[config.mk]
export PLATFORM = sky130hd
export DESIGN_NAME = spw_ctrl
export DESIGN_NICKNAME = d
export VERILOG_FILES = /design/src/rtl/spw_pkg.sv /design/src/rtl/spw_ctrl.sv
export SDC_FILE = /design/constraint.sdc
export NUM_CORES = 1
export LEC_CHECK = 0
export BUFFER_PORTS_ARGS = -buffer_cell sky130_fd_sc_hd__buf_2
export CAP_MARGIN = 20
export CORE_MARGIN = 3
export CORE_UTILIZATION = 50
export DETAILED_ROUTE_END_ITERATION = 8
export GPL_TIMING_DRIVEN = 0
export MAX_ROUTING_LAYER = met4
export PLACE_DENSITY = 0.76
export SYNTH_ARGS = -nofsm -noshare
export SYNTH_HDL_FRONTEND = slang
export SYNTH_SLANG_ARGS = --single-unit
export TNS_END_PERCENT = 5
[constraint.sdc]
create_clock -name i_clk -period 3.18 [get_ports i_clk]
set_clock_uncertainty 0.2 [all_clocks]
set_input_delay 0.318 -clock i_clk [delete_from_list [all_inputs] [get_ports i_clk]]
set_output_delay 0.318 -clock i_clk [all_outputs]
set_load 0.05 [all_outputs]
[src/rtl/spw_pkg.sv]
// Shared types and constants for the stable pose window core.
// Used by every module of the block but spw_ram; depends on nothing.
`timescale 1ns / 1ps

package spw_pkg;

    // Window storage
    localparam int WINDOW_DEPTH = 16;
    localparam int SLOT_W       = (WINDOW_DEPTH > 1) ? $clog2(WINDOW_DEPTH) : 1;
    localparam int CNT_W        = $clog2(WINDOW_DEPTH + 1);

    // Field widths
    localparam int STAMP_W  = 64;
    localparam int POS_W    = 32;
    localparam int HEAD_W   = 16;
    localparam int REQ_W    = 5;
    localparam int PSPAN_W  = 31;
    localparam int YSPAN_W  = 16;
    localparam int FILL_W   = 5;
    localparam int SQ_W     = 2 * POS_W;
    localparam int SUM_W    = SQ_W + 2;

    // Stream and register port widths
    localparam int IN_DATA_W  = STAMP_W + 3 * POS_W + HEAD_W;
    localparam int OUT_DATA_W = 184;
    localparam int USER_W     = 1;
    localparam int APB_ADDR_W = 4;
    localparam int APB_DATA_W = 32;
    localparam int REG_IDX_W  = APB_ADDR_W - 2;

    // Register indexes
    localparam logic [REG_IDX_W-1:0] REG_REQUIRED = 2'd0;
    localparam logic [REG_IDX_W-1:0] REG_POS_SPAN = 2'd1;
    localparam logic [REG_IDX_W-1:0] REG_YAW_SPAN = 2'd2;

    // Input mode codes
    localparam logic MODE_ADD   = 1'b0;
    localparam logic MODE_CLEAR = 1'b1;

    // One stored pose sample
    typedef struct packed {
        logic [HEAD_W-1:0]         heading;
        logic signed [POS_W-1:0]   pos_z;
        logic signed [POS_W-1:0]   pos_y;
        logic signed [POS_W-1:0]   pos_x;
        logic signed [STAMP_W-1:0] stamp;
    } t_sample;

    localparam int SAMPLE_W = $bits(t_sample);

    typedef enum logic [3:0] {
        S_IDLE,
        S_UPDATE,
        S_CHECK,
        S_MM,
        S_WAIT,
        S_YREF,
        S_YCMP,
        S_SQ,
        S_DRAIN,
        S_DONE
    } t_state;

    typedef enum logic [1:0] {
        SQ_LIM,
        SQ_X,
        SQ_Y,
        SQ_Z
    } t_sq_sel;

    // Controller to datapath
    typedef struct packed {
        logic              capture;
        logic              update;
        logic              scan_init;
        logic [SLOT_W-1:0] rd_idx;
        logic              mm_acc;
        logic              mm_first;
        logic              yaw_ref;
        logic              yaw_cmp;
        logic              sq_en;
        t_sq_sel           sq_sel;
        logic              result_load;
    } t_dp_cmd;

    // Datapath to controller
    typedef struct packed {
        logic             full;
        logic             out_busy;
        logic [CNT_W-1:0] held;
    } t_dp_status;

endpackage

[src/rtl/spw_ctrl.sv]
// Sequencer for one item: update, min/max pass, pairwise heading pass,
// squaring and result hand-off. Depends on spw_pkg.
`timescale 1ns / 1ps

module spw_ctrl (
    input  logic                i_clk,
    input  logic                i_rst_n,
    input  logic                i_s_valid,
    output logic                o_s_ready,
    input  spw_pkg::t_dp_status i_status,
    output spw_pkg::t_dp_cmd    o_cmd
);

    import spw_pkg::*;

    t_state            r_state, n_state;
    logic [SLOT_W-1:0] r_k, n_k;
    logic [SLOT_W-1:0] r_i, n_i;
    t_sq_sel           r_sq, n_sq;
    logic              last_k;
    logic              last_i;

    assign last_k = (CNT_W'(r_k) + CNT_W'(1)) == i_status.held;
    assign last_i = (CNT_W'(r_i) + CNT_W'(2)) == i_status.held;

    // State and counters
    always_ff @(posedge i_clk) begin
        if (!i_rst_n) begin
            r_state <= S_IDLE;
            r_k     <= '0;
            r_i     <= '0;
            r_sq    <= SQ_LIM;
        end else begin
            r_state <= n_state;
            r_k     <= n_k;
            r_i     <= n_i;
            r_sq    <= n_sq;
        end
    end

    // Next state and commands
    always_comb begin
        n_state   = r_state;
        n_k       = r_k;
        n_i       = r_i;
        n_sq      = r_sq;
        o_cmd     = '0;
        o_s_ready = 1'b0;
        case (r_state)
            S_IDLE: begin
                o_s_ready     = 1'b1;
                o_cmd.capture = i_s_valid;
                if (i_s_valid) begin
                    n_state = S_UPDATE;
                end
            end
            S_UPDATE: begin
                o_cmd.update = 1'b1;
                n_state      = S_CHECK;
            end
            S_CHECK: begin
                o_cmd.scan_init = 1'b1;
                n_k             = '0;
                n_i             = '0;
                n_sq            = SQ_LIM;
                n_state         = i_status.full ? S_MM : S_DONE;
            end
            // Stream every held sample through the min/max trackers
            S_MM: begin
                o_cmd.rd_idx   = r_k;
                o_cmd.mm_acc   = 1'b1;
                o_cmd.mm_first = (r_k == '0);
                if (last_k) begin
                    n_k     = '0;
                    n_state = (i_status.held == CNT_W'(1)) ? S_WAIT : S_YREF;
                end else begin
                    n_k = r_k + SLOT_W'(1);
                end
            end
            // Let the last bounds reach the span registers before squaring
            S_WAIT: begin
                n_state = S_SQ;
            end
            // Load the reference heading for this row of pairs
            S_YREF: begin
                o_cmd.rd_idx  = r_i;
                o_cmd.yaw_ref = 1'b1;
                n_k           = r_i + SLOT_W'(1);
                n_state       = S_YCMP;
            end
            // Compare the reference against every older sample
            S_YCMP: begin
                o_cmd.rd_idx  = r_k;
                o_cmd.yaw_cmp = 1'b1;
                if (last_k) begin
                    if (last_i) begin
                        n_state = S_SQ;
                    end else begin
                        n_i     = r_i + SLOT_W'(1);
                        n_state = S_YREF;
                    end
                end else begin
                    n_k = r_k + SLOT_W'(1);
                end
            end
            // Square the limit and the three spans on the shared multiplier
            S_SQ: begin
                o_cmd.sq_en  = 1'b1;
                o_cmd.sq_sel = r_sq;
                case (r_sq)
                    SQ_LIM:  n_sq = SQ_X;
                    SQ_X:    n_sq = SQ_Y;
                    SQ_Y:    n_sq = SQ_Z;
                    default: n_sq = SQ_LIM;
                endcase
                if (r_sq == SQ_Z) begin
                    n_state = S_DRAIN;
                end
            end
            S_DRAIN: begin
                n_state = S_DONE;
            end
            // Hold until the result register is free
            S_DONE: begin
                if (!i_status.out_busy) begin
                    o_cmd.result_load = 1'b1;
                    n_state           = S_IDLE;
                end
            end
            default: begin
                n_state = S_IDLE;
            end
        endcase
    end

endmodule

Word-level counts from Yosys, hierarchy flattened
Index checks and enable logic that the tools add are counted.
- add/subtract/negate cells: 4
- $mul: 0
- divide/modulo/power cells: 0
- magnitude comparators: 0
- eq/ne operators: 22
- shift operators: 0
- mux-type cells: 28
- bitwise logic cells: 0
- reduce and logical (&&, ||, !) cells: 10
- operators with widths (cell ; count):
    $mux 4 ; 10
    $pmux 4 s10 ; 1
    $eq 4x3->1 const B ; 4
    $pmux 4 s2 ; 2
    $pmux 4 s4 ; 1
    $ne 2x2->1 const B ; 7
    $eq 5x5->1 ; 2
    $mux 1 ; 9
    $add 4x1->4 const B ; 2
    $eq 4x2->1 const B ; 2
    $eq 4x4->1 const B ; 2
    $logic_not 4->1 ; 2
    $pmux 2 s3 ; 1
    $add 4x1->5 const B ; 1
    $add 4x2->5 const B ; 1
    $eq 5x1->1 const B ; 1
    $reduce_and 5->1 ; 1
    $eq 2x2->1 const B ; 2
    $eq 4x1->1 const B ; 1
    $mux 2 ; 2
    $pmux 2 s2 ; 1
    $reduce_bool 2->1 ; 2
    $reduce_bool 4->1 ; 1
    $mux 3 ; 1
    5 further kinds ; 5
- flip-flop bits (word level): 14
- latch bits: 0
- RAM bits: 0
- ROM bits: 0
- input port bits: 10
- output and inout bits: 16
- logic and storage cells: 68
- memories: 0

Depth between registers and ports, before layout
Gate-level depths: netlist (run 1).
- word-level depth: 5
- mapped depth: 8
- gate-level depth less buffers: 8

Worst setup path after synthesis (run 1)
Ideal clock, no wire load.
- path kind: register -> output
- start point: register r_state[0]
- end point: output o_cmd[10] (netlist name)
- arrival time: 2.857 ns
- required time: 2.662 ns
- setup slack: -0.195 ns
- stages on the path, launching flop included: 5
- buffers on the path: 1
- path through: dfxtp_1 -> clkbuf_1 -> nand2_1 -> nor3_1 -> a22o_1
- RTL lines (element ; line ; RTL):
    start: declaration ; spw_ctrl.sv:16 ; t_state r_state, n_state;
    start signal: assignment ; spw_ctrl.sv:34 ; r_state <= n_state;
    end: declaration ; spw_ctrl.sv:11 ; output spw_pkg::t_dp_cmd o_cmd

Final worst setup path (run 1)
- start point: register r_k[0]
- end point: register r_i[3]
- longest elaborated chain between the ends: 4
- RTL lines (element ; line ; RTL):
    start: declaration ; spw_ctrl.sv:17 ; logic [SLOT_W-1:0] r_k, n_k;
    start signal: assignment ; spw_ctrl.sv:35 ; r_k <= n_k;
    $add 4x1->5 ; spw_ctrl.sv:23 ; assign last_k = (CNT_W'(r_k) + CNT_W'(1)) == i_status.held;
    $eq 5x5->1 ; spw_ctrl.sv:23 ;
    $ne 2x2->1 (no source line) ; n/a ;
    $reduce_and 3->1 (no source line) ; n/a ;
    end signal: assignment ; spw_ctrl.sv:36 ; r_i <= n_i;
    end: declaration ; spw_ctrl.sv:18 ; logic [SLOT_W-1:0] r_i, n_i;
No other way between the ends.
A chain may end at the register's enable or synchronous reset.

==> metrics.yaml, run 1 <==
run_status:
  status: "completed"
power_and_ir_drop:
  power.share.sequential_pct: 30.5
  p_clk_share_pct: 17.1
  vdd_drop_max_v: 0.0003465
  powerDensity_mw_per_mm2: 429.8
  p_sw_share_pct: 47.74
  combPwrFrac_pct: 52.4
  p_int_mw: 0.3243
  power.leakage_nw: 0.6039
  p_sw_mw: 0.2963
sta:
  min_period_ns: 2.907
  slew_headroom_pct: 59.50
  finalCritPeriodShare_pct: 91.43
  setup_ws_ns: 0.2727
  hold_viol_final: 0
  slew_violations: 0
  fmax_mhz: 344.0
  worst_slew_pin_slew_ns: 0.6042
  rsz0062_at_grt: "false"
  finalSetupViolCount: 0
  whs_ns: 0.2284
floorplan:
  placeableCoreArea_mm2: 0.002297
  die_x_um: 56.23
  die_y_um: 56.23
  start_util_pct: 54.90
  num_rows: 17
  die-area_mm2: 0.003161
  ios: 26
flow_run:
  maxCapViolCount: 0
cells_and_area:
  postLayoutCellArea_mm2: 0.001444
  n_antenna_cell: 0
  final_cell_count_no_fill: 223
  layout.nets: 214
  fillers: 216
  syn_to_final_growth_pct: 14.48
  drive_above_1_share_pct: 20.00
  multi_input_area_um2: 893.4
  ff_latch_area_um2: 280.3
cts:
  cts_tree: "done"
  path_clk_slew_ns: 0.10
  cts_setup_buffers: 0
  cts-root-buf: "clkbuf_4"
  numCtsBuffers: 3
  ctsLongestPathBuffers: 2
  clkLatencyLatePin_ns: 0.29
  h-tree-depth: 1
  cts_resized: 0
  cts.sinks: 14
  holdBufCountCts: 0
yosys:
  yosysUniqueCellTypes: 45
  ys_ff_latch: 14
  synth.avg_cell_area_um2: 7.507
  syn-cell-area_mm2: 0.001261
  ys_seq_area_share_pct: 22.22
  synthesis.instances: 168
  synth_edf_count: 0
  yosysWarnings: 0
  syn-num-nets: 185
  async_reset_ff_share_pct: 0
  synthFlopType: "dfxtp_1"
placed_design:
  placed_area_mm2: 0.001421
  hpwl_mm: 2.472
  place_inst: 220
  port_buffers: 24
  place_congestion: 0.9010
  pre_cts_ws_ns: 0.2814
critical_path:
  crit_arrival_ns: 2.89
  worstSetupPathType: "reg2reg"
  start_kind: "flip-flop"
  path_max_fanout: 7
  critical_path_required_ns: 3.16
  worst_setup_path_end_kind: "flip-flop"
detailed_routing:
  wl_mm: 3.183
  drc: 0
  drt_first_pass_iters: 4
  ant_nets: 0
  drt_iter0_drc: 68
  viasPerCell: 5.865
  vias: 1308
  routedWlPerCell_um: 14.27
grt:
  grt_max_degree: 11
  grt_usage_pct: 21.60
  grt_pass1_wl_mm: 5.382
  grt_pass1_vias: 1162
  antenna_found_initial: 0
  overflow: 0
worst_hold_path:
  min_path_type: "in2reg"
layer usage:
metal	up-vias	wire, µm	track usage [%]
li1	651	-	-
met1	594	1437	28.99
met2	53	1481	32.89
met3	10	187	2.552
met4	0	76	8.475
met5	-	0	-
worst paths after layout:
check	start	end	slack, ns	depth (start not counted)
setup / recovery	r_k[0]$_SDFFE_PN0P_	r_i[3]$_SDFFE_PN0P_	0.27	8
hold / removal	i_status[6]	r_state[3]$_SDFFE_PN0P_	0.23	4
setup reg to reg	r_k[0]$_SDFFE_PN0P_	r_i[3]$_SDFFE_PN0P_	0.27	8
hold reg to reg	r_sq[1]$_SDFFE_PN0P_	r_sq[1]$_SDFFE_PN0P_	0.32	2
cell families (layout without fill, tap and decap cells):
logic type                 after synthesis  count (layout)  synth area share [%]
AOI/OAI and AO/OA                       39              39                 25.20
xor gates and xnor gates                12              12                 8.333
adders and majority gates                7               7                 6.944
buffers and inverters                   24              51                 7.341
DFF                                     14              14                 22.22
muxes                                    1               1                0.7937
and+or+nand+nor                         71              71                 29.17
through the flow:
step           power (mW)  setup TNS, ns  utilization [%]
2_1_floorplan      0.4481        -0.2333                -
3_3_place_gp       0.5083              0            61.87
3_5_place_dp       0.5151              0            61.87
4_1_cts            0.6188              0            62.85
5_1_grt            0.6564              0            62.85
6_report           0.6206              0            62.85
synthesized netlist by cell type (all sizes together), types with 2 or more instances:
| cell | n | area [µm²] |
|---|---|---|
| nand2 | 16 | 60.06 |
| dfxtp | 14 | 280.3 |
| nor2 | 13 | 48.80 |
| inv | 12 | 45.04 |
| a21oi | 10 | 53.80 |
| clkbuf | 10 | 37.54 |
| nand3 | 10 | 50.05 |
| nand2b | 8 | 57.55 |
| ha | 7 | 87.58 |
| nor3 | 7 | 35.03 |
| xor2 | 7 | 61.31 |
| o21ai | 6 | 30.02 |
| xnor2 | 5 | 43.79 |
| a22o | 4 | 35.03 |
| nand4 | 4 | 25.02 |
| o221ai | 3 | 26.28 |
| or2 | 3 | 18.77 |
| a2111oi | 2 | 42.54 |
| a2bb2oi | 2 | 17.52 |
| buf | 2 | 10.01 |
| nand3b | 2 | 15.01 |
| nor4 | 2 | 12.51 |
cell type report:
class | count | share of cell area (%)
multi-input combinational | 130 | 61.87
sequential | 14 | 19.41
timing repair buffer | 24 | 8.319
buffer | 12 | 3.293
inverter | 12 | 3.120
tap | 28 | 2.426
clock buffer | 3 | 1.560
power by group through the flow:
stage / combinational (mW) / sequential, mW / clock [mW]
floorplan: 0.256 / 0.192 / 0
global placement: 0.316 / 0.193 / 0
detailed placement: 0.321 / 0.194 / 0
CTS: 0.323 / 0.190 / 0.106
global route: 0.351 / 0.191 / 0.115
finish: 0.325 / 0.189 / 0.106
worst max-delay path: stages (launching register included):
cell and delay (ns):
dfxtp_1 0.47, inv_1 0.09, ha_1 0.33, xor2_1 0.17
a311o_1 0.35, a211o_4 0.37, a2111oi_4 0.53, a21oi_2 0.09
a41o_1 0.21
sequential cells by signal, indices dropped and copies added (netlist names):
| name | count |
|---|---|
| r_sq | 2 |
| r_k | 4 |
| r_state | 4 |
| r_i | 4 |
cell usage in the layout (no fill, tap or decap), types with 3 or more instances in the layout:
cell      instances
buf_2            26
nand2_1          16
dfxtp_1          14
nor2_1           13
inv_1            12
clkbuf_1         10
nand3_1          10
a21oi_1           9
nand2b_1          7
xor2_1            7
ha_1              7
nor3_1            6
xnor2_1           5
o21ai_0           5
a22o_1            4
nand4_1           4
or2_2             3
o221ai_1          3
clkbuf_4          3
(Power assumes the default switching activity.)
==> inputs of run 2 (changes only) <==
CELL_PAD_IN_SITES_DETAIL_PLACEMENT = 1   (was not set)
CELL_PAD_IN_SITES_GLOBAL_PLACEMENT = 1   (was not set)
CORE_UTILIZATION = 35   (was 50)
PLACE_DENSITY = 0.74   (was 0.76)
==> run 2 against run 1 <==
  * Utilization is 20 points lower
  * Count of clock-buffer cells in the layout rose by 1
  * Largest power group unchanged
  * Non-clock buffer count stayed put
  * Setup slack got worse by 0.078 ns
  * Critical endpoint unchanged
==> metrics.yaml, run 2 (synthesis results as in run 1) <==
run_status:
  status: "completed"
worst_hold_path:
  hold_depth: 4
  holdPathEnd: "r_state[3]$_SDFFE_PN0P_"
  min_path_type: "in2reg"
  worstHoldStart: "i_status[6]"
power_and_ir_drop:
  p_int_mw: 0.3505
  p_total_mw: 0.6598
  powerDensity_mw_per_mm2: 445.8
  power.leakage_nw: 0.6111
  vdd_drop_max_v: 0.0002160
  p_sw_share_pct: 46.88
  combPwrFrac_pct: 50.0
  power.share.sequential_pct: 28.7
  p_sw_mw: 0.3093
  p_clk_share_pct: 21.2
grt:
  grt_max_degree: 11
  overflow: 0
  grt_pass1_wl_mm: 6.589
  grt_usage_pct: 20.45
  grt_pass1_vias: 1317
  antenna_found_initial: 0
critical_path:
  crit_arrival_ns: 2.98
  worstSetupPathType: "reg2reg"
  r2r_end: "r_i[3]$_SDFFE_PN0P_"
  path_max_fanout: 7
  r2r_cells: 8
  worst_setup_path_end_kind: "flip-flop"
  reg2reg_slack_ns: 0.19
  critical_path_required_ns: 3.18
  r2r_start: "r_k[0]$_SDFFE_PN0P_"
  start_kind: "flip-flop"
floorplan:
  start_util_pct: 36.92
  die_x_um: 66.03
  ios: 26
  num_rows: 21
  die_y_um: 66.03
  placeableCoreArea_mm2: 0.003416
  die-area_mm2: 0.004360
sta:
  setup_ws_ns: 0.1950
  finalSetupViolCount: 0
  finalCritPeriodShare_pct: 93.87
  setup_tns_ns: 0
  slew_headroom_pct: 59.81
  slew_violations: 0
  worst_slew_pin_slew_ns: 0.5997
  fmax_mhz: 335.0
  min_period_ns: 2.985
  hold_viol_final: 0
  rsz0062_at_grt: "false"
cts:
  clkLatencyLatePin_ns: 0.31
  cts.sinks: 14
  holdBufCountCts: 0
  h-tree-depth: 1
  cts-root-buf: "clkbuf_4"
  path_clk_slew_ns: 0.10
  cts_resized: 0
  numCtsBuffers: 3
  cts_tree: "done"
  ctsLongestPathBuffers: 2
  cts_setup_buffers: 0
cells_and_area:
  fin_util_pct: 43.33
  final_cell_mix: "buf_2, nand2_1, dfxtp_1, nor2_1, inv_1"
  layout.nets: 214
  drive_above_1_share_pct: 20.41
  final_common_cell: "buf_2"
  n_antenna_cell: 0
  final_cell_count_no_fill: 242
  top_regs: "r_i (4), r_k (4), r_state (4)"
  syn_to_final_growth_pct: 17.36
placed_design:
  hpwl_mm: 3.082
  place_inst: 238
  port_buffers: 24
  pre_cts_ws_ns: 0.1931
  place_congestion: 0.8520
detailed_routing:
  viasPerCell: 5.504
  ant_nets: 0
  drt_iter0_drc: 56
  drt_first_pass_iters: 4
  routedWlPerCell_um: 16.07
  wl_mm: 3.890
  drc: 0
  vias: 1332
flow_run:
  maxCapViolCount: 0
-- run 2: changes by cell type in the layout (fill, tap and decap cells not counted) --
cell      before  now
clkbuf_8       0    1
-- run 2: worst max path at each step --
stage	startpoint	to	slack (ns)
floorplan	r_state[1]$_SDFFE_PN0P_	o_cmd[14]	-0.17
finish	r_k[0]$_SDFFE_PN0P_	r_i[3]$_SDFFE_PN0P_	0.19
global route	r_k[0]$_SDFFE_PN0P_	r_i[3]$_SDFFE_PN0P_	0.02
global placement	r_k[0]$_SDFFE_PN0P_	r_i[3]$_SDFFE_PN0P_	0.28
detailed placement	r_k[0]$_SDFFE_PN0P_	r_i[3]$_SDFFE_PN0P_	0.19
CTS	r_k[0]$_SDFFE_PN0P_	r_i[3]$_SDFFE_PN0P_	0.18
-- run 2: through the flow --
| step | cell area, µm² | hold WS [ns] |
|---|---|---|
| finish | 1480 | 0.2100 |
| global route | 1480 | 0.2523 |
| CTS | 1480 | 0.2034 |
| detailed placement | 1444 | 0.3214 |
| global placement | 1444 | 0.3053 |
| floorplan | 1266 | 0.2807 |
-- run 2: layer usage --
layer	wire [µm]	up-vias	track usage [%]	part of all wire [%]
met5	0	-	-	0
met4	53	0	6.091	1.4
met3	167	5	2.551	4.3
met2	1949	27	34.04	50
met1	1720	644	25.90	44
li1	-	656	-	-
-- run 2: power groups by stage --
| stage | sequential, mW | combinational [mW] | clock [mW] |
|---|---|---|---|
| floorplan | 0.192 | 0.256 | 0 |
| global placement | 0.193 | 0.322 | 0 |
| detailed placement | 0.194 | 0.330 | 0 |
| CTS | 0.190 | 0.332 | 0.144 |
| global route | 0.191 | 0.361 | 0.151 |
| finish | 0.190 | 0.330 | 0.140 |
-- run 2: area by class of cell --
| cell class | count | area (µm²) |
|---|---|---|
| Buffer | 12 | 47.55 |
| Sequential cell | 14 | 280.3 |
| Clock buffer | 4 | 36.28 |
| Inverter | 12 | 45.04 |
| Fill cell | 460 | 1936 |
| Timing Repair Buffer | 24 | 120.1 |
| Tap cell | 46 | 57.56 |
| Multi-Input combinational cell | 130 | 893.4 |
-- run 2: critical path, cell delays in order, from the launching register on --
cell       delay, ns
dfxtp_1         0.50
inv_1           0.08
ha_1            0.33
xor2_1          0.17
a311o_1         0.36
a211o_4         0.38
a2111oi_4       0.55
a21oi_2         0.09
a41o_1          0.22
