$ cat src/rtl/spw_pkg.sv
// Shared types and constants for the stable pose window core.
// Used by every module of the block but spw_ram; depends on nothing.
`timescale 1ns / 1ps

package spw_pkg;

    // Window storage
    localparam int WINDOW_DEPTH = 16;
    localparam int SLOT_W       = (WINDOW_DEPTH > 1) ? $clog2(WINDOW_DEPTH) : 1;
    localparam int CNT_W        = $clog2(WINDOW_DEPTH + 1);

    // Field widths
    localparam int STAMP_W  = 64;
    localparam int POS_W    = 32;
    localparam int HEAD_W   = 16;
    localparam int REQ_W    = 5;
    localparam int PSPAN_W  = 31;
    localparam int YSPAN_W  = 16;
    localparam int FILL_W   = 5;
    localparam int SQ_W     = 2 * POS_W;
    localparam int SUM_W    = SQ_W + 2;

    // Stream and register port widths
    localparam int IN_DATA_W  = STAMP_W + 3 * POS_W + HEAD_W;
    localparam int OUT_DATA_W = 184;
    localparam int USER_W     = 1;
    localparam int APB_ADDR_W = 4;
    localparam int APB_DATA_W = 32;
    localparam int REG_IDX_W  = APB_ADDR_W - 2;

    // Register indexes
    localparam logic [REG_IDX_W-1:0] REG_REQUIRED = 2'd0;
    localparam logic [REG_IDX_W-1:0] REG_POS_SPAN = 2'd1;
    localparam logic [REG_IDX_W-1:0] REG_YAW_SPAN = 2'd2;

    // Input mode codes
    localparam logic MODE_ADD   = 1'b0;
    localparam logic MODE_CLEAR = 1'b1;

    // One stored pose sample
    typedef struct packed {
        logic [HEAD_W-1:0]         heading;
        logic signed [POS_W-1:0]   pos_z;
        logic signed [POS_W-1:0]   pos_y;
        logic signed [POS_W-1:0]   pos_x;
        logic signed [STAMP_W-1:0] stamp;
    } t_sample;

    localparam int SAMPLE_W = $bits(t_sample);

    typedef enum logic [3:0] {
        S_IDLE,
        S_UPDATE,
        S_CHECK,
        S_MM,
        S_WAIT,
        S_YREF,
        S_YCMP,
        S_SQ,
        S_DRAIN,
        S_DONE
    } t_state;

    typedef enum logic [1:0] {
        SQ_LIM,
        SQ_X,
        SQ_Y,
        SQ_Z
    } t_sq_sel;

    // Controller to datapath
    typedef struct packed {
        logic              capture;
        logic              update;
        logic              scan_init;
        logic [SLOT_W-1:0] rd_idx;
        logic              mm_acc;
        logic              mm_first;
        logic              yaw_ref;
        logic              yaw_cmp;
        logic              sq_en;
        t_sq_sel           sq_sel;
        logic              result_load;
    } t_dp_cmd;

    // Datapath to controller
    typedef struct packed {
        logic             full;
        logic             out_busy;
        logic [CNT_W-1:0] held;
    } t_dp_status;

endpackage

$ cat src/rtl/spw_cfg.sv
// Configuration registers behind the APB-style port.
// Depends on spw_pkg for widths and register indexes.
`timescale 1ns / 1ps

module spw_cfg (
    input  logic                           i_clk,
    input  logic                           i_rst_n,
    input  logic                           psel,
    input  logic                           penable,
    input  logic                           pwrite,
    input  logic [spw_pkg::APB_ADDR_W-1:0] paddr,
    input  logic [spw_pkg::APB_DATA_W-1:0] pwdata,
    output logic [spw_pkg::APB_DATA_W-1:0] prdata,
    output logic                           pready,
    output logic [spw_pkg::CNT_W-1:0]      o_req_eff,
    output logic [spw_pkg::PSPAN_W-1:0]    o_pos_lim,
    output logic [spw_pkg::YSPAN_W-1:0]    o_yaw_lim
);

    import spw_pkg::*;

    logic [REQ_W-1:0]     r_req;
    logic [PSPAN_W-1:0]   r_pos_lim;
    logic [YSPAN_W-1:0]   r_yaw_lim;
    logic [REG_IDX_W-1:0] reg_idx;
    logic                 wr_en;

    assign reg_idx = paddr[APB_ADDR_W-1:2];
    assign wr_en   = psel & penable & pwrite;
    assign pready  = 1'b1;

    // Write registers
    always_ff @(posedge i_clk) begin
        if (!i_rst_n) begin
            r_req     <= REQ_W'(1);
            r_pos_lim <= PSPAN_W'(65536);
            r_yaw_lim <= YSPAN_W'(1024);
        end else if (wr_en) begin
            case (reg_idx)
                REG_REQUIRED: r_req     <= pwdata[REQ_W-1:0];
                REG_POS_SPAN: r_pos_lim <= pwdata[PSPAN_W-1:0];
                REG_YAW_SPAN: r_yaw_lim <= pwdata[YSPAN_W-1:0];
                default: begin
                end
            endcase
        end
    end

    // Read back
    always_comb begin
        case (reg_idx)
            REG_REQUIRED: prdata = APB_DATA_W'(r_req);
            REG_POS_SPAN: prdata = APB_DATA_W'(r_pos_lim);
            REG_YAW_SPAN: prdata = APB_DATA_W'(r_yaw_lim);
            default:      prdata = '0;
        endcase
    end

    // Clamp the required count into 1..WINDOW_DEPTH
    always_comb begin
        if (r_req == '0) begin
            o_req_eff = CNT_W'(1);
        end else if (int'(r_req) > WINDOW_DEPTH) begin
            o_req_eff = CNT_W'(WINDOW_DEPTH);
        end else begin
            o_req_eff = CNT_W'(r_req);
        end
    end

    assign o_pos_lim = r_pos_lim;
    assign o_yaw_lim = r_yaw_lim;

endmodule

$ cat config.mk
export PLATFORM = sky130hd
export DESIGN_NAME = spw_cfg
export DESIGN_NICKNAME = d
export VERILOG_FILES = /design/src/rtl/spw_pkg.sv /design/src/rtl/spw_cfg.sv
export SDC_FILE = /design/constraint.sdc
export NUM_CORES = 1
export LEC_CHECK = 0
export ABC_CLOCK_PERIOD_IN_PS = 1300
export BUFFER_PORTS_ARGS = -buffer_cell sky130_fd_sc_hd__buf_4
export CAP_MARGIN = 10
export CORE_UTILIZATION = 41
export CTS_BUF_LIST = sky130_fd_sc_hd__clkbuf_4 sky130_fd_sc_hd__clkbuf_8 sky130_fd_sc_hd__clkbuf_16
export CTS_CLUSTER_DIAMETER = 30
export DETAILED_ROUTE_END_ITERATION = 7
export PLACE_DENSITY = 0.82
export SETUP_SLACK_MARGIN = 0.2
export SYNTH_ARGS = -nofsm -noshare
export SYNTH_HDL_FRONTEND = slang
export SYNTH_SLANG_ARGS = --single-unit
$ cat constraint.sdc
create_clock -name i_clk -period 1.3 [get_ports i_clk]
set_clock_uncertainty 0.2 [all_clocks]
set_input_delay 0.195 -clock i_clk [delete_from_list [all_inputs] [get_ports i_clk]]
set_output_delay 0.195 -clock i_clk [all_outputs]
set_load 0.02 [all_outputs]
* Word level (Yosys, flattened, before mapping)
Cells that the tools add are included.
** Word-level totals
- Flip-flop bits (word level) :: 52
- Output and inout port bits :: 85
- Logic and storage cells :: 16
** Cells by class
- Magnitude comparators :: 1
- Equal/unequal tests :: 2
- Muxes and demuxes :: 3
- Bitwise operators :: 2
- Reductions and logical operators :: 5
** Operators with widths (number)
- $pmux W31 S3 :: 1
- $mux W5 :: 2
- $reduce_and A2 Y1 :: 3
- $gt A5 B5 Y1 const B :: 1
- $logic_not A5 Y1 :: 1
- $and A1 B1 Y1 :: 2
- $eq A2 B1 Y1 const B :: 1
- $eq A2 B2 Y1 const B :: 1
- $logic_not A2 Y1 :: 1

* Logic depth before layout (Yosys ltp)
Gate-level depths: netlist of the first run.
- Depth after elaboration :: 3
- Depth in mapped cells :: 7
- Mapped depth without buffers :: 3

* Least setup slack after synthesis of the first run
No wires, ideal clock.
- Kind :: in2out
- Start point :: input paddr[2] in the netlist's numbering
- End point :: output prdata[10] in the netlist's numbering
- Arrival :: 1.116 ns
- Data required time :: 0.905 ns
- Path slack :: -0.211 ns
- Stages on the path :: 5
- Path buffers :: 3
- Cell sequence :: buf_6 > nor2b_1 > buf_6 > clkbuf_1 > a22o_1
** On the way
- Longest elaborated chain between the ends :: 2
- Elaborated cells on any way between the ends :: 4
- Classes of those cells :: 2 x eq/ne; 1 x mux; 1 x reduce/logical
** RTL lines
- start, declared :: line spw_cfg.sv:11 : input logic [spw_pkg::APB_ADDR_W-1:0] paddr,
- $eq A2 B2 Y1, or another cell as far along :: line spw_cfg.sv:51 : case (reg_idx)
- $pmux W31 S3 * :: line spw_cfg.sv:51
- end, declared :: line spw_cfg.sv:13 : output logic [spw_pkg::APB_DATA_W-1:0] prdata,
Mark *: on every way between the ends. The rest lies on a longest branch, timed or not.

* Final worst setup path of the first run
- Start point :: register r_req[1]
- End point :: output o_req_eff[0] in the netlist's numbering
** On the way
- Longest elaborated chain between the ends :: 3
- Elaborated cells on any way between the ends :: 4
- Classes of those cells :: 1 x order compare; 2 x mux; 1 x reduce/logical
** RTL lines
- start, declared :: line spw_cfg.sv:22 : logic [REQ_W-1:0] r_req;
- start signal, assigned :: line spw_cfg.sv:40 : REG_REQUIRED: r_req <= pwdata[REQ_W-1:0];
- $gt A5 B5 Y1 :: line spw_cfg.sv:63 : end else if (int'(r_req) > WINDOW_DEPTH) begin
- $mux W5 :: line spw_cfg.sv:63
- $mux W5 * :: line spw_cfg.sv:61 : if (r_req == '0) begin
- end, declared :: line spw_cfg.sv:15 : output logic [spw_pkg::CNT_W-1:0] o_req_eff,
Marks and branches as above.

==> impl_metrics.xml, run 1 <==
<?xml version="1.0" encoding="UTF-8"?>
<metrics>
  <group name="clocking">
    <metric name="tritoncts" unit="">built</metric>
    <metric name="ctsLongestPathBuffers" unit="">2</metric>
    <metric name="cts_inserted_buffers" unit="">5</metric>
    <metric name="cts.clk_slew.worst_paths" unit="ns">0.09</metric>
    <metric name="htree_levels" unit="">2</metric>
    <metric name="clock_tree.root_cell" unit="">clkbuf_8</metric>
    <metric name="clock_latency" unit="ns">0.30</metric>
    <metric name="numClockSinks" unit="">52</metric>
  </group>
  <group name="grt">
    <metric name="initial_antenna_violation_count" unit="">0</metric>
    <metric name="grt.total_usage" unit="%">25.55</metric>
    <metric name="grt_pass1_vias" unit="">2559</metric>
    <metric name="grt_overflow_total" unit="">0</metric>
    <metric name="grt_pass1_wl" unit="mm">12.37</metric>
    <metric name="grt_start_max_net_pins" unit="">49</metric>
  </group>
  <group name="yosys">
    <metric name="yosys_register_bits" unit="">52</metric>
    <metric name="synth-async-reset-ratio" unit="%">0</metric>
    <metric name="ys_flop_type" unit="">dfxtp_1</metric>
    <metric name="syn_nets" unit="">311</metric>
    <metric name="synth_top_cells_by_area" unit="">dfxtp_1 43%, mux2i_1 22%, nand2_1 13%</metric>
    <metric name="yosys-top-cells-count" unit="">84 x nand2_1, 54 x mux2i_1, 52 x dfxtp_1</metric>
    <metric name="synth.lib_cells_used.distinct" unit="">23</metric>
    <metric name="synth.yosys.seq_area_share" unit="%">42.78</metric>
    <metric name="syn-instance-count" unit="">270</metric>
    <metric name="largest_area_contributor_in_the_synthesized_netlist" unit="">dfxtp_1</metric>
    <metric name="yosysWarnings" unit="">0</metric>
    <metric name="synth.avg_cell_area" unit="µm²">9.013</metric>
    <metric name="synth.most_common_cell" unit="">nand2_1</metric>
    <metric name="yosys.area.top_type_share" unit="%">42.78</metric>
    <metric name="synth-edff-count" unit="">0</metric>
    <metric name="syn_area" unit="µm²">2434</metric>
  </group>
  <group name="floorplan">
    <metric name="die_area" unit="µm²">6247</metric>
    <metric name="die_w" unit="µm">79.04</metric>
    <metric name="fp.dieH" unit="µm">79.04</metric>
    <metric name="core" unit="µm²">5608</metric>
    <metric name="floorplan.rows" unit="">27</metric>
    <metric name="io_pins" unit="">126</metric>
    <metric name="initial_core_util" unit="%">43.40</metric>
  </group>
  <group name="detailed_routing">
    <metric name="vias_per_cell" unit="">5.265</metric>
    <metric name="detailedRoute.firstPassIterationCount" unit="">4</metric>
    <metric name="dr_total_vias" unit="">2764</metric>
    <metric name="remaining_drc_errors" unit="">0</metric>
    <metric name="route.final.wire_length" unit="mm">9.542</metric>
    <metric name="detail-route-antenna-nets" unit="">0</metric>
    <metric name="drt-initial-drc-count" unit="">152</metric>
    <metric name="routed_wire_length_per_instance" unit="µm">18.18</metric>
  </group>
  <group name="setup_path">
    <metric name="critical_path.reg2reg.startpoint" unit="">o_pos_lim[0]</metric>
    <metric name="path_max_fanout" unit="">4</metric>
    <metric name="path_cells" unit="">nor3_2 -&gt; nor2_1 -&gt; nor2_2 -&gt; buf_6</metric>
    <metric name="setup.reg_to_reg.worst_slack" unit="ns">0.20</metric>
    <metric name="critPathRequiredTime" unit="ns">0.90</metric>
    <metric name="worstSetupEndpointType" unit="">primary output</metric>
    <metric name="cp.buffers_inverters" unit="">1</metric>
    <metric name="timing.critical_path.from" unit="">r_req[1]</metric>
    <metric name="slowest_delay" unit="ns">0.35</metric>
    <metric name="critPathKind" unit="">reg2out</metric>
    <metric name="slowest_stage" unit="">dfxtp_2</metric>
    <metric name="arrival" unit="ns">1.17</metric>
    <metric name="ff2ff_path_depth" unit="">5</metric>
    <metric name="cp.depth" unit="">4</metric>
    <metric name="timing.critical_path.from_type" unit="">flip-flop</metric>
    <metric name="critical_path.top_delay_family" unit="">simple AND/OR/NAND/NOR gates</metric>
  </group>
  <group name="cells_and_area">
    <metric name="area_overhead_of_the_layout_relative_to_synthesis" unit="%">94.14</metric>
    <metric name="post_route_cells_drive_above_1_share" unit="%">58.94</metric>
    <metric name="fillers" unit="">258</metric>
    <metric name="diodes" unit="">0</metric>
    <metric name="fin_cells" unit="">525</metric>
    <metric name="fin_nets" unit="">493</metric>
    <metric name="finalCoreUtilization" unit="%">84.25</metric>
  </group>
  <group name="outcome">
    <metric name="violations" unit="">negative setup slack</metric>
    <metric name="status" unit="">finished with violations</metric>
  </group>
  <group name="pwr">
    <metric name="cellLeakagePower" unit="nW">2.124</metric>
    <metric name="vdd.ir_drop.worst" unit="µV">530.0</metric>
    <metric name="power_density_over_cell_area" unit="nW/µm²">672.5</metric>
  </group>
  <group name="sta">
    <metric name="count_of_final_hold_check_violations" unit="">0</metric>
    <metric name="post-route-period-util" unit="%">120.5</metric>
    <metric name="fmaxAchievable" unit="MHz">638.4</metric>
    <metric name="hold-worst-slack" unit="ns">0.01535</metric>
    <metric name="grt_setup_unrepaired" unit="">true</metric>
    <metric name="timing.final.ws_setup" unit="ns">-0.2664</metric>
    <metric name="clock_period_minus_worst_slack" unit="ns">1.566</metric>
    <metric name="maxSlewViolCount" unit="">0</metric>
    <metric name="finalSetupViolations" unit="">36</metric>
  </group>
  <group name="min_path">
    <metric name="holdCritStartpoint" unit="">pwdata[4]</metric>
    <metric name="whs_path_depth" unit="">3</metric>
    <metric name="worst_min_delay_path_category" unit="">in2reg</metric>
  </group>
  <group name="run">
    <metric name="max_cap_violations" unit="">0</metric>
  </group>
  <group name="placement">
    <metric name="placedCellCount" unit="">457</metric>
    <metric name="dpl.hpwl" unit="mm">4.866</metric>
    <metric name="port_buffers" unit="">120</metric>
    <metric name="gp_routability_congestion" unit="">0.7785</metric>
    <metric name="dpl_worst_slack" unit="ns">-0.1387</metric>
  </group>
</metrics>
==> placed cells by master, fill, tap and decap left out, types with 3 or more instances in the layout <==
cell type and n:
nand3_1 3, clkbuf_8 6, buf_6 101, a22o_1 6, buf_4 61, o21ai_2 5
nor2b_1 3, buf_12 5, dfxtp_4 7, and2_4 17, nand2_1 84, inv_1 3
dlygate4sd3_1 29, mux2i_1 52, a22o_4 5, dfxtp_2 45
==> repair_timing <==
action / 4_1_cts / 5_1_grt
endpoints found under the hold margin: 43 / 0
cloned: 3 / 1
endpoints found under the setup margin: 84 / 115
hold buffers: 29 / 0
resized for setup: 153 / 20
setup buffers: 17 / 10
pin swaps: 20 / 2
==> through the flow <==
step           power, W  instance area [µm²]  TNS [ns]
6_report       0.003177                 4725    -4.105
3_3_place_gp   0.002073                 3571    -5.075
5_1_grt        0.003289                 4725    -5.107
3_5_place_dp   0.002082                 3571    -6.535
4_1_cts        0.003138                 4559    -2.725
2_1_floorplan  0.001893                 2585    -3.478
==> worst min-delay path: stages <==
cell	delay, ns
buf_4	0.08
nand2_1	0.08
mux2i_1	0.12
==> registers in the layout, summed over array words and instances (netlist names) <==
register / count
o_pos_lim: 31
o_yaw_lim: 16
r_req: 5
==> per-layer routing <==
layer | track usage (%) | share of wire (%)
met1 | 27.49 | 38
met2 | 48.97 | 53
met3 | 5.287 | 5.8
met4 | 8.364 | 3.8
met5 | 0 | 0
==> cell families (layout without fill, tap and decap cells) <==
group	after synthesis	after routing	share of synthesized area, %
flip-flops	52	52	42.78
buffers and inverters	28	211	7.918
multiplexers	54	54	22.21
other	2	2	0.3086
AO/OA/AOI/OAI	20	20	6.426
AND/OR/NAND/NOR	114	114	20.36
==> final cells by class <==
type                            instances  area, µm²  share of cell area (%)
Sequential cell                        52       1124                   23.78
Timing Repair Buffer                  200       2068                   43.78
Clock inverter                          2      10.01                  0.2119
Tap cell                               72      90.09                   1.907
Inverter                                3      11.26                  0.2383
Multi-Input combinational cell        190       1339                   28.34
Clock buffer                            6      82.58                   1.748
==> power by group <==
group | switching, W | internal (W) | leakage [nW]
sequential | 0.0000239 | 0.00160 | 0.445
combinational | 0.000268 | 0.000322 | 1.63
clock | 0.000534 | 0.000426 | 0.0510
total | 0.000825 | 0.00235 | 2.12
==> worst paths after layout <==
path | end
hold reg to reg | o_pos_lim[3]
setup reg to reg | o_pos_lim[0]
setup / recovery | o_req_eff[0]
hold / removal | r_req[4]
Note: power is estimated with default switching activity, not from simulation.
==> run 2: changes to the inputs <==
--- a/config.mk
+++ b/config.mk
@@ -17,3 +17,4 @@
 export SYNTH_ARGS = -nofsm -noshare
 export SYNTH_HDL_FRONTEND = slang
 export SYNTH_SLANG_ARGS = --single-unit
+export TNS_END_PERCENT = 20
==> run 2 against run 1 <==
The run still ends with negative setup slack left. Flip-flop and latch count is the same. Cell count shrank 2.9%. Sequential share of layout area grew 0.85 points. Fmax grew 6.2%. Non-clock buffer count shrank 15. Clock power grew 2%. First-iteration DRC count shrank 67%. Worst setup slack gained 0.092 ns. Total power shrank 0.83%. Critical path type unchanged. Critical endpoint unchanged.
==> impl_metrics.xml, run 2 (synthesis gave the netlist of run 1 again) <==
<?xml version="1.0" encoding="UTF-8"?>
<metrics>
  <group name="outcome">
    <metric name="status" unit="">finished with violations</metric>
    <metric name="violations" unit="">negative setup slack</metric>
  </group>
  <group name="sta">
    <metric name="grt_setup_unrepaired" unit="">true</metric>
    <metric name="timing.final.ws_setup" unit="ns">-0.1744</metric>
    <metric name="finalSetupViolations" unit="">34</metric>
    <metric name="clock_period_minus_worst_slack" unit="ns">1.474</metric>
    <metric name="fmaxAchievable" unit="MHz">678.2</metric>
    <metric name="count_of_final_hold_check_violations" unit="">0</metric>
    <metric name="post-route-period-util" unit="%">113.4</metric>
    <metric name="maxSlewViolCount" unit="">0</metric>
  </group>
  <group name="setup_path">
    <metric name="worstSetupEndpointType" unit="">primary output</metric>
    <metric name="arrival" unit="ns">1.08</metric>
    <metric name="critPathRequiredTime" unit="ns">0.90</metric>
    <metric name="setup.reg_to_reg.worst_slack" unit="ns">0.36</metric>
    <metric name="slowest_stage" unit="">dfxtp_2</metric>
    <metric name="timing.critical_path.from" unit="">r_req[1]</metric>
    <metric name="cp_common_cell" unit="">nor2_1</metric>
    <metric name="path_max_fanout" unit="">3</metric>
    <metric name="critical_path.reg2reg.endpoint" unit="">o_yaw_lim[13]</metric>
    <metric name="path_cells" unit="">nor3_2 -&gt; nor2_1 -&gt; nor2_1 -&gt; buf_4</metric>
    <metric name="ff2ff_path_depth" unit="">3</metric>
    <metric name="slowest_delay" unit="ns">0.34</metric>
    <metric name="critPathKind" unit="">reg2out</metric>
    <metric name="timing.critical_path.from_type" unit="">flip-flop</metric>
    <metric name="critical_path.reg2reg.startpoint" unit="">o_yaw_lim[13]</metric>
  </group>
  <group name="pwr">
    <metric name="vdd.ir_drop.worst" unit="µV">541.1</metric>
    <metric name="netSwitchingPower" unit="W">0.0007611</metric>
    <metric name="pwr-share-clk" unit="%">30.9</metric>
    <metric name="power_density_over_cell_area" unit="nW/µm²">702.4</metric>
    <metric name="cellLeakagePower" unit="nW">2.020</metric>
    <metric name="intPower" unit="W">0.002390</metric>
    <metric name="share_comb_of_total_power" unit="%">17.2</metric>
    <metric name="power.share.switching" unit="%">24.16</metric>
    <metric name="sequentialPowerShare" unit="%">51.9</metric>
  </group>
  <group name="grt">
    <metric name="grt_start_max_net_pins" unit="">44</metric>
    <metric name="grt.total_usage" unit="%">24.44</metric>
    <metric name="grt_pass1_wl" unit="mm">12.08</metric>
    <metric name="grt_pass1_vias" unit="">2620</metric>
    <metric name="initial_antenna_violation_count" unit="">0</metric>
    <metric name="grt_overflow_total" unit="">0</metric>
  </group>
  <group name="placement">
    <metric name="port_buffers" unit="">120</metric>
    <metric name="dpl_worst_slack" unit="ns">-0.1594</metric>
    <metric name="dpl.hpwl" unit="mm">4.761</metric>
    <metric name="gp_routability_congestion" unit="">0.8238</metric>
  </group>
  <group name="cells_and_area">
    <metric name="fin_nets" unit="">478</metric>
    <metric name="mostFrequentLayoutCell" unit="">nand2_1</metric>
    <metric name="post_route_cells_drive_above_1_share" unit="%">56.85</metric>
    <metric name="diodes" unit="">0</metric>
    <metric name="layout_common_cells" unit="">84 x nand2_1, 81 x buf_6, 69 x buf_4, 51 x mux2i_1, 48 x dfxtp_2</metric>
    <metric name="finalCoreUtilization" unit="%">79.99</metric>
    <metric name="fillers" unit="">349</metric>
    <metric name="largest_register_ff_count" unit="">31</metric>
    <metric name="area_overhead_of_the_layout_relative_to_synthesis" unit="%">84.32</metric>
  </group>
  <group name="clocking">
    <metric name="cts.clk_slew.worst_paths" unit="ns">0.09</metric>
    <metric name="htree_levels" unit="">2</metric>
    <metric name="tritoncts" unit="">built</metric>
    <metric name="clock_latency" unit="ns">0.29</metric>
    <metric name="numClockSinks" unit="">52</metric>
    <metric name="ctsLongestPathBuffers" unit="">2</metric>
    <metric name="clock_tree.root_cell" unit="">clkbuf_8</metric>
    <metric name="cts_inserted_buffers" unit="">5</metric>
  </group>
  <group name="floorplan">
    <metric name="die_area" unit="µm²">6247</metric>
    <metric name="fp.dieH" unit="µm">79.04</metric>
    <metric name="core" unit="µm²">5608</metric>
    <metric name="io_pins" unit="">126</metric>
    <metric name="initial_core_util" unit="%">43.40</metric>
    <metric name="floorplan.rows" unit="">27</metric>
    <metric name="die_w" unit="µm">79.04</metric>
  </group>
  <group name="detailed_routing">
    <metric name="dr_total_vias" unit="">2491</metric>
    <metric name="vias_per_cell" unit="">4.884</metric>
    <metric name="detail-route-antenna-nets" unit="">0</metric>
    <metric name="remaining_drc_errors" unit="">0</metric>
    <metric name="route.final.wire_length" unit="mm">7.722</metric>
    <metric name="drt-initial-drc-count" unit="">50</metric>
    <metric name="routed_wire_length_per_instance" unit="µm">15.14</metric>
    <metric name="detailedRoute.firstPassIterationCount" unit="">4</metric>
  </group>
  <group name="min_path">
    <metric name="hold_path_end" unit="">o_pos_lim[4]</metric>
    <metric name="holdCritStartpoint" unit="">pwdata[4]</metric>
    <metric name="worst_min_delay_path_category" unit="">in2reg</metric>
    <metric name="whs_path_depth" unit="">3</metric>
  </group>
  <group name="run">
    <metric name="max_cap_violations" unit="">0</metric>
  </group>
</metrics>
-- run 2: changes by cell type in the layout (fill, tap and decap cells not counted), sizes merged --
| cell | change |
|---|---|
| dlygate4sd3 | -2 |
| clkinv | -2 |
| buf | -12 |
| clkbuf | +1 |
-- run 2: metrics by stage --
stage / cell area [µm²] / setup TNS [ns] / power, W / instances / hold slack (ns)
floorplan: 2569 / -3.531 / 0.001891 / 270 / 0.1372
global placement: 3600 / -4.000 / 0.002081 / 460 / 0.2391
detailed placement: 3600 / -5.565 / 0.002088 / 460 / 0.2518
CTS: 4384 / -2.125 / 0.003160 / 508 / 0.0004719
global route: 4486 / -3.480 / 0.003284 / 510 / 0.01197
finish: 4486 / -2.129 / 0.003151 / 510 / 0.005582
-- run 2: worst max-delay path by stage --
stage | slack (ns) | cells after the start | end
6_report | -0.17 | 4 | o_req_eff[0]
5_1_grt | -0.25 | 4 | o_req_eff[0]
4_1_cts | -0.17 | 4 | o_req_eff[0]
3_5_place_dp | -0.16 | 4 | r_req[1]
3_3_place_gp | -0.13 | 4 | r_req[3]
2_1_floorplan | -0.09 | 7 | o_yaw_lim[11]
-- run 2: metal layers --
layer	global-route usage, %	vias to the layer above	share of wire (%)	wire length, µm
li1	-	1221	-	-
met1	26.84	1164	40	3057
met2	48.10	96	54	4153
met3	4.713	10	5.6	434
met4	4.545	0	0.98	76
met5	0	-	0	0
-- run 2: area by class of cell --
type | count | area (µm²) | share of cell area [%]
Tap cell | 72 | 90.09 | 2.008
Multi-Input combinational cell | 190 | 1331 | 29.68
Inverter | 3 | 11.26 | 0.2510
Sequential cell | 52 | 1105 | 24.63
Timing Repair Buffer | 185 | 1851 | 41.26
Clock buffer | 8 | 97.59 | 2.176
-- run 2: power groups by stage --
stage	sequential, W	combinational (W)	clock [W]
CTS	0.00163	0.000522	0.00100
global placement	0.00167	0.000414	0
detailed placement	0.00167	0.000419	0
floorplan	0.00169	0.000202	0
finish	0.00163	0.000541	0.000975
global route	0.00164	0.000577	0.00107
-- run 2: critical path, delay by kind of cell (launching register included) --
kind	cells	cell delay, ns
buffers and inverters	1	0.14
flip-flops	1	0.34
AND/OR/NAND/NOR	3	0.31
-- run 2: what timing repair did --
item                       in CTS  in global routing
hold endpoints to repair       39                  0
pin swaps                      12                  6
buffers inserted               13                  2
resized for setup             115                 26
hold buffers                   27                  0
setup endpoints to repair      89                 94
